### config.mk
export PLATFORM = sky130hd
export DESIGN_NAME = ycbcr_chroma_keyer_top
export DESIGN_NICKNAME = d
export VERILOG_FILES = /design/src/rtl/ycck_pkg.sv /design/src/rtl/ycbcr_chroma_keyer_top.sv /design/src/rtl/ycck_cfg.sv
export SDC_FILE = /design/constraint.sdc
export NUM_CORES = 2
export LEC_CHECK = 0
export ABC_AREA = 1
export BUFFER_PORTS_ARGS = -buffer_cell sky130_fd_sc_hd__clkbuf_2
export CAP_MARGIN = 25
export CORE_ASPECT_RATIO = 0.8
export CORE_MARGIN = 3
export CORE_UTILIZATION = 60
export CTS_BUF_LIST = sky130_fd_sc_hd__clkbuf_2
export DETAILED_ROUTE_END_ITERATION = 10
export MAX_ROUTING_LAYER = met4
export PLACE_DENSITY = 0.76
export SLEW_MARGIN = 20
export SYNTH_ARGS = -nofsm -noshare
export SYNTH_HDL_FRONTEND = slang
export SYNTH_SLANG_ARGS = --single-unit
### constraint.sdc
create_clock -name clk -period 5.7 [get_ports clk]
set_clock_uncertainty 0.1 [all_clocks]
set_input_delay 1.14 -clock clk [delete_from_list [all_inputs] [get_ports clk]]
set_output_delay 1.14 -clock clk [all_outputs]
set_load 0.01 [all_outputs]
### src/rtl/ycck_pkg.sv
package ycck_pkg;

  localparam int CFG_DATA_W = 15;

  typedef enum logic [2:0] {
    REG_KEY_CB       = 3'd0,
    REG_KEY_CR       = 3'd1,
    REG_ACCEPT_TAN   = 3'd2,
    REG_ACCEPT_COTAN = 3'd3,
    REG_INV_GAIN     = 3'd4,
    REG_LUMA_SUPP    = 3'd5,
    REG_NOISE_THR    = 3'd6,
    REG_BLANK        = 3'd7
  } reg_index_t;

  typedef struct packed {
    logic signed [7:0] key_cb;
    logic signed [7:0] key_cr;
    logic [9:0]        accept_tan;
    logic [10:0]       accept_cotan;
    logic signed [8:0] inv_gain;
    logic [11:0]       luma_supp;
    logic [14:0]       noise_thr;
    logic              blank;
  } cfg_t;

  localparam logic signed [7:0] RST_KEY_CB       = 8'sd0;
  localparam logic signed [7:0] RST_KEY_CR       = 8'sd127;
  localparam logic [9:0]        RST_ACCEPT_TAN   = 10'd15;
  localparam logic [10:0]       RST_ACCEPT_COTAN = 11'd15;
  localparam logic signed [8:0] RST_INV_GAIN     = -9'sd255;
  localparam logic [11:0]       RST_LUMA_SUPP    = 12'd0;
  localparam logic [14:0]       RST_NOISE_THR    = 15'd0;
  localparam logic              RST_BLANK        = 1'b1;

endpackage

### src/rtl/ycbcr_chroma_keyer_top.sv
// A pixel taken with start high and busy low passes through stages 1 to 8
// and shows on the registered outputs, marked by done.
// Throughput: one pixel per clock; eight multiply and add stages in flight.
// busy is high only during reset. The result is held for one cycle only,
// the receiver cannot stall. rst clears the pipeline and loads the
// default key set-up.
module ycbcr_chroma_keyer_top
  import ycck_pkg::*;
(
  input  logic                  clk,
  input  logic                  rst,
  input  logic                  start,
  output logic                  busy,
  input  logic                  write_enable,
  input  logic [2:0]            reg_index,
  input  logic [CFG_DATA_W-1:0] write_data,
  input  logic [7:0]            fore_luma,
  input  logic [7:0]            fore_blue_diff,
  input  logic [7:0]            fore_red_diff,
  input  logic [7:0]            back_luma,
  input  logic [7:0]            back_blue_diff,
  input  logic [7:0]            back_red_diff,
  input  logic                  last_in_frame,
  output logic                  done,
  output logic [7:0]            out_luma,
  output logic [7:0]            out_blue_diff,
  output logic [7:0]            out_red_diff,
  output logic                  was_keyed,
  output logic                  last_out
);

  typedef struct packed {
    logic [7:0] fy;
    logic [7:0] fcb;
    logic [7:0] fcr;
    logic [7:0] by;
    logic [7:0] bcb;
    logic [7:0] bcr;
    logic       last;
  } pix_t;

  cfg_t cfg;

  ycck_cfg u_cfg (
    .clk          (clk),
    .rst          (rst),
    .write_enable (write_enable),
    .reg_index    (reg_index),
    .write_data   (write_data),
    .cfg          (cfg)
  );

  assign busy = rst;

  function automatic logic signed [7:0] sat8(input logic signed [9:0] v);
    if (v > 10'sd127) begin
      return 8'sd127;
    end else if (v < -10'sd128) begin
      return -8'sd128;
    end
    return v[7:0];
  endfunction

  logic [7:0] vld;
  pix_t pix1, pix2, pix3, pix4, pix5, pix6, pix7;

  always_ff @(posedge clk) begin
    if (rst) begin
      vld <= '0;
    end else begin
      vld <= {vld[6:0], start & ~busy};
    end
  end

  // stage 1: rotation products on centred chroma
  logic signed [7:0]  fcb_in, fcr_in;
  logic signed [15:0] pxa, pxb, pya, pyb;

  assign fcb_in = $signed({~fore_blue_diff[7], fore_blue_diff[6:0]});
  assign fcr_in = $signed({~fore_red_diff[7], fore_red_diff[6:0]});

  always_ff @(posedge clk) begin
    pix1 <= '{fore_luma, fore_blue_diff, fore_red_diff, back_luma, back_blue_diff,
              back_red_diff, last_in_frame};
    pxa  <= 16'(fcb_in) * 16'(cfg.key_cb);
    pxb  <= 16'(fcr_in) * 16'(cfg.key_cr);
    pya  <= 16'(fcr_in) * 16'(cfg.key_cb);
    pyb  <= 16'(fcb_in) * 16'(cfg.key_cr);
  end

  // stage 2: xx, yy
  logic signed [16:0] sx_next, sy_next;
  logic signed [7:0]  xx2, yy2;

  assign sx_next = $signed({pxa[15], pxa}) + $signed({pxb[15], pxb});
  assign sy_next = $signed({pya[15], pya}) - $signed({pyb[15], pyb});

  always_ff @(posedge clk) begin
    pix2 <= pix1;
    xx2  <= sat8(sx_next[16:7]);
    yy2  <= sat8(sy_next[16:7]);
  end

  // stage 3: limit, cotangent and noise products
  logic signed [18:0] lim_p3;
  logic signed [19:0] ctg_p3;
  logic signed [15:0] yysq_next;
  logic [14:0]        yysq3;
  logic signed [7:0]  xx3, yy3;

  assign yysq_next = 16'(yy2) * 16'(yy2);

  always_ff @(posedge clk) begin
    pix3   <= pix2;
    lim_p3 <= 19'(xx2) * 19'($signed({1'b0, cfg.accept_tan}));
    ctg_p3 <= 20'(yy2) * 20'($signed({1'b0, cfg.accept_cotan}));
    yysq3  <= yysq_next[14:0];
    xx3    <= xx2;
    yy3    <= yy2;
  end

  // stage 4: accept test, x1, d
  logic signed [14:0] limv_next, lim_next;
  logic [7:0]         absyy_next;
  logic signed [15:0] q_next;
  logic [14:0]        x1_next;
  logic signed [15:0] d_next;
  logic               keyed4, noise4;
  logic [14:0]        x14;
  logic signed [15:0] d4;
  logic signed [7:0]  yy4;

  assign limv_next  = lim_p3[18:4];
  assign lim_next   = (limv_next > 15'sd127) ? 15'sd127 : limv_next;
  assign absyy_next = yy3[7] ? 8'(~yy3 + 8'sd1) : yy3;
  assign q_next     = ctg_p3[19:4];
  assign x1_next    = q_next[15] ? 15'(-q_next) : q_next[14:0];
  assign d_next     = $signed({{8{xx3[7]}}, xx3}) - $signed({1'b0, x1_next});

  always_ff @(posedge clk) begin
    pix4   <= pix3;
    keyed4 <= $signed({7'b0, absyy_next}) < lim_next;
    noise4 <= yysq3 < cfg.noise_thr;
    x14    <= x1_next;
    d4     <= d_next;
    yy4    <= yy3;
  end

  // stage 5: weight, suppression and inverse rotation products
  logic signed [24:0] kp5;
  logic signed [28:0] sp5;
  logic signed [23:0] m15, m35;
  logic signed [15:0] m25, m45;
  logic               keyed5, noise5;
  logic signed [15:0] x1s;

  assign x1s = $signed({1'b0, x14});

  always_ff @(posedge clk) begin
    pix5   <= pix4;
    kp5    <= 25'(d4) * 25'(cfg.inv_gain);
    sp5    <= 29'(d4) * 29'($signed({1'b0, cfg.luma_supp}));
    m15    <= 24'(x1s) * 24'(cfg.key_cb);
    m25    <= 16'(yy4) * 16'(cfg.key_cr);
    m35    <= 24'(x1s) * 24'(cfg.key_cr);
    m45    <= 16'(yy4) * 16'(cfg.key_cb);
    keyed5 <= keyed4;
    noise5 <= noise4;
  end

  // stage 6: kbg, suppressed foreground, noise override
  logic signed [23:0] kv_next;
  logic signed [24:0] sv_next, sup_next, dcb_next, dcr_next;
  logic [7:0]         kbg_next;
  logic signed [25:0] fy_next;
  logic signed [17:0] scb_next, scr_next;
  logic [7:0]         kbg6;
  logic signed [25:0] fy6;
  logic signed [17:0] scb6, scr6;
  logic               keyed6;

  assign kv_next  = kp5[24:1];
  assign sv_next  = sp5[28:4];
  assign sup_next = (sv_next > 25'sd255) ? 25'sd255 : sv_next;
  assign dcb_next = $signed({m15[23], m15}) - $signed({{9{m25[15]}}, m25});
  assign dcr_next = $signed({m35[23], m35}) + $signed({{9{m45[15]}}, m45});

  always_comb begin
    if (kv_next[23]) begin
      kbg_next = 8'd0;
    end else if (kv_next > 24'sd255) begin
      kbg_next = 8'd255;
    end else begin
      kbg_next = kv_next[7:0];
    end
    fy_next  = $signed({18'b0, pix5.fy}) - $signed({sup_next[24], sup_next});
    scb_next = dcb_next[24:7];
    scr_next = dcr_next[24:7];
    if (noise5) begin
      kbg_next = 8'd255;
      if (cfg.blank) begin
        fy_next  = '0;
        scb_next = '0;
        scr_next = '0;
      end
    end
  end

  always_ff @(posedge clk) begin
    pix6   <= pix5;
    kbg6   <= kbg_next;
    fy6    <= fy_next;
    scb6   <= scb_next;
    scr6   <= scr_next;
    keyed6 <= keyed5;
  end

  // stage 7: background scaling
  logic [15:0]        byp7;
  logic signed [16:0] bcbp7, bcrp7;
  logic signed [25:0] fy7;
  logic signed [17:0] scb7, scr7;
  logic               keyed7;

  always_ff @(posedge clk) begin
    pix7   <= pix6;
    byp7   <= 16'(kbg6) * 16'(pix6.by);
    bcbp7  <= 17'($signed({1'b0, kbg6})) * 17'($signed({~pix6.bcb[7], pix6.bcb[6:0]}));
    bcrp7  <= 17'($signed({1'b0, kbg6})) * 17'($signed({~pix6.bcr[7], pix6.bcr[6:0]}));
    fy7    <= fy6;
    scb7   <= scb6;
    scr7   <= scr6;
    keyed7 <= keyed6;
  end

  // stage 8: blend, clamp, select
  logic signed [26:0] ys_next;
  logic signed [19:0] cbs_next, crs_next;
  logic [7:0]         oy_next, ocb_next, ocr_next;

  assign ys_next  = $signed({fy7[25], fy7}) + $signed({19'b0, byp7[15:8]});
  assign cbs_next = 20'sd128 + $signed({{2{scb7[17]}}, scb7})
                  + $signed({{11{bcbp7[16]}}, bcbp7[16:8]});
  assign crs_next = 20'sd128 + $signed({{2{scr7[17]}}, scr7})
                  + $signed({{11{bcrp7[16]}}, bcrp7[16:8]});

  always_comb begin
    if (ys_next < 27'sd16) begin
      oy_next = 8'd16;
    end else if (ys_next > 27'sd235) begin
      oy_next = 8'd235;
    end else begin
      oy_next = ys_next[7:0];
    end
    if (cbs_next < 20'sd16) begin
      ocb_next = 8'd16;
    end else if (cbs_next > 20'sd240) begin
      ocb_next = 8'd240;
    end else begin
      ocb_next = cbs_next[7:0];
    end
    if (crs_next < 20'sd16) begin
      ocr_next = 8'd16;
    end else if (crs_next > 20'sd240) begin
      ocr_next = 8'd240;
    end else begin
      ocr_next = crs_next[7:0];
    end
  end

  always_ff @(posedge clk) begin
    out_luma      <= keyed7 ? oy_next : pix7.fy;
    out_blue_diff <= keyed7 ? ocb_next : pix7.fcb;
    out_red_diff  <= keyed7 ? ocr_next : pix7.fcr;
    was_keyed     <= keyed7;
    last_out      <= pix7.last;
  end

  assign done = vld[7];

endmodule

### src/rtl/ycck_cfg.sv
module ycck_cfg
  import ycck_pkg::*;
(
  input  logic                  clk,
  input  logic                  rst,
  input  logic                  write_enable,
  input  logic [2:0]            reg_index,
  input  logic [CFG_DATA_W-1:0] write_data,
  output cfg_t                  cfg
);

  always_ff @(posedge clk) begin
    if (rst) begin
      cfg.key_cb       <= RST_KEY_CB;
      cfg.key_cr       <= RST_KEY_CR;
      cfg.accept_tan   <= RST_ACCEPT_TAN;
      cfg.accept_cotan <= RST_ACCEPT_COTAN;
      cfg.inv_gain     <= RST_INV_GAIN;
      cfg.luma_supp    <= RST_LUMA_SUPP;
      cfg.noise_thr    <= RST_NOISE_THR;
      cfg.blank        <= RST_BLANK;
    end else if (write_enable) begin
      case (reg_index_t'(reg_index))
        REG_KEY_CB:       cfg.key_cb       <= write_data[7:0];
        REG_KEY_CR:       cfg.key_cr       <= write_data[7:0];
        REG_ACCEPT_TAN:   cfg.accept_tan   <= write_data[9:0];
        REG_ACCEPT_COTAN: cfg.accept_cotan <= write_data[10:0];
        REG_INV_GAIN:     cfg.inv_gain     <= write_data[8:0];
        REG_LUMA_SUPP:    cfg.luma_supp    <= write_data[11:0];
        REG_NOISE_THR:    cfg.noise_thr    <= write_data[14:0];
        REG_BLANK:        cfg.blank        <= write_data[0];
        default: ;
      endcase
    end
  end

endmodule

==> impl_metrics.toml <==
[synth]
synthArstFlopShare_pct = 0
post_synth_mux_area_share_pct = 0
ys_top_cells_by_area = "fa_1 (26%), dfxtp_1 (23%), ha_1 (13%), inv_1 (12%), nand2_1 (9.5%)"
synth_edf_count = 0
synth_fa_ha_area_share_pct = 39.65
synth_seq_cells = 899
yosys.area_share.simple_pct = 14.36
syn_nets = 11560
syn_avg_cell_area_um2 = 8.211
yosysWarnings = 0
synth_most_common_cell = "inv_1"
ys_types = 59
synth_top_area_share_pct = 26.38
syn-cell-area_um2 = 78920
synthCells = 9611
ys_seq_area_share_pct = 22.80
synthTopCellsByCount = "inv_1 (2480), nand2_1 (2006), fa_1 (1040), dfxtp_1 (899), ha_1 (837)"
synth_ff_type = "dfxtp_1"
synth_compound_area_share_pct = 6.239
synthXorXnorAreaFrac_pct = 3.683
synth_top_family_by_area = "adder cells"
synth.largest_area_cell = "fa_1"

[worst_setup_path]
cpPeakStageDelay_ns = 0.63
cp_slowest_cell = "dfxtp_1"
crit_type = "reg -> reg"
cp.arrival_ns = 7.14
critPathRequiredTime_ns = 7.23
worstSetupEndpointType = "register"
cp-start-kind = "register"
path_cells = "nand2_1 -> fa_1 -> inv_1 -> fa_1 -> inv_1 -> fa_1 -> inv_1 -> fa_1 -> fa_1 -> ha_1 -> nand2_1 -> o21ai_0 -> a21oi_1 -> o21ai_0 -> or3b_2 -> o211ai_1 -> xor2_1"
cpMostUsedCell = "fa_1"
crit_fanout = 10

[sta]
relSlewSlack_pct = 19.30
setup_viol = 0
hold_violations = 0
report.final.slew_viol_count = 0
clock.fmax_ghz = 0.1782
worstMarginPinSlew_ns = 1.211
min_period_over_period_pct = 98.45
final.min_clock_period_ns = 5.612

[global_route]
grt_pass1_vias = 63000
gr-total-overflow = 0
grtUsageTotal_pct = 29.58
grt_max_degree = 65
grt_pass1_wl_mm = 315.0
grt_antenna_before_repair = 9

[placed_design]
hpwl_mm = 151.1
dpl.cell_count = 11320
numPortBuffers = 98
gp_congestion = 0.9242

[clocking]
clock_latency_ns = 1.79
cts_inserted_buffers = 217
htreeDepth = 4
clkTransAtPathRegs_ns = 0.12
cts_root_buf = "clkbuf_2"
tritoncts = "built"
clock-sinks = 899
cts_max_path_buffers = 3

[floorplan]
die_h_um = 330.4
ios = 99
die_x_um = 411.5
core_area_um2 = 130100
row_count = 118
dieArea_um2 = 136000
start_util_pct = 60.67

[detailed_routing]
wl_per_cell_um = 15.95
totalWireLength_mm = 188.5
dr.pass1.iters = 6
vias = 60850
drc = 0
drtIter0Drc = 4704
viasPerCell = 5.148
ant_nets = 0

[run_status]
status = "complete, no violations"

[final_layout]
layout.cells.non_filler = 11820
nNetsFinal = 11860
syn_to_final_growth_pct = 7.745
n_fill_cell = 10760
drive_above_1_share_pct = 6.811

[hold_path]
worstHoldPathType = "reg -> reg"

[flow_run]
maxCapViolations = 0
[final cells by class]
class	instances	area, um^2	area share, %
sequential	899	18020	21.19
multi-input combinational	5932	50460	59.34
clock buffer	285	1426	1.677
tap	1740	2177	2.560
antenna	7	17.52	0.02060
inverter	2488	9343	10.99
clock inverter	90	650.6	0.7651
timing repair buffer	378	2945	3.464
[final timing paths]
kind,from,end,slack (ns),cells past startpoint
worst max register to register,d4[6]$_DFF_P_,kp5[16]$_DFF_P_,0.09,17
worst min register to register,pix2[13]$_DFF_P_,pix3[13]$_DFF_P_,0.15,0
worst max-delay path,d4[6]$_DFF_P_,kp5[16]$_DFF_P_,0.09,17
worst min-delay path,pix2[13]$_DFF_P_,pix3[13]$_DFF_P_,0.15,0
[cells by family (layout without fill, tap and decap cells)]
group / after synthesis / count (layout)
other: 0 / 7
xor gates and xnor gates: 331 / 331
DFF: 899 / 899
AOI/OAI and AO/OA: 901 / 901
adders and majority gates: 1877 / 1877
and+or+nand+nor: 2823 / 2823
buffers and inverters: 2780 / 3241
[per-layer routing]
layer,up-vias,global-route usage [%],wire length [um]
li1,29240,-,-
met1,28970,40.48,84380
met2,2258,44.53,82690
met3,380,5.383,15740
met4,0,10.07,5653
met5,-,-,0
[registers in the layout, summed over array words and instances (netlist names), 18 cells and up]
register / count
pix3: 49
kp5: 24
scr7: 18
scb7: 18
pix4: 49
fy7: 26
fy6: 26
pix1: 49
scr6: 18
sp5: 25
m35: 24
m15: 24
pix7: 25
u_cfg.cfg: 74
scb6: 18
pix6: 49
pix2: 49
pix5: 49
[repair_timing]
item                       CTS  global route
resized for setup            1            17
setup endpoints to repair    1            16
buffers inserted             0             1
hold buffers               121             0
hold endpoints to repair   145             0
[stage by stage]
| stage | hold slack [ns] | cell area, um^2 | setup TNS [ns] | utilization (%) | worst slack [ns] |
|---|---|---|---|---|---|
| finish | 0.1486 | 85030 | 0 | 65.37 | 0.08829 |
| global route | 0.08304 | 85030 | -0.07020 | 65.37 | -0.06157 |
| CTS | 0.0001079 | 84990 | 0 | 65.34 | 0.03670 |
| detailed placement | 0.2121 | 81700 | 0 | 62.81 | 0.1368 |
| global placement | 0.2096 | 81700 | 0 | 62.81 | 0.2225 |
| floorplan | 0.2096 | 78920 | 0 | - | 0.3497 |
[worst max-delay path, delay by kind of cell (launching register included)]
kind	cells	cell delay, ns
buf+inv	3	0.17
flops	1	0.63
xor+xnor	1	0.16
fa+ha+maj	6	2.78
compound gates	4	1.01
simple gates	3	0.72
[layout by cell type, fill, tap and decap left out, types with 49 or more instances in the layout]
master / netlist / routed
xor2_1: 190 / 190
a21oi_1: 439 / 439
fa_1: 1040 / 1040
buf_4: 2 / 155
ha_1: 837 / 837
inv_1: 2480 / 2478
nand2_1: 2006 / 2006
o21ai_0: 293 / 292
clkinv_1: 4 / 49
nor2_1: 452 / 452
dlygate4sd3_1: 0 / 121
xnor2_1: 140 / 140
dfxtp_1: 899 / 883
nand3_1: 163 / 163
clkbuf_2: 8 / 383
Power is left out: the tool's default activity adds up to more than one toggle a clock period on the data nets, which glitch-free logic cannot reach.
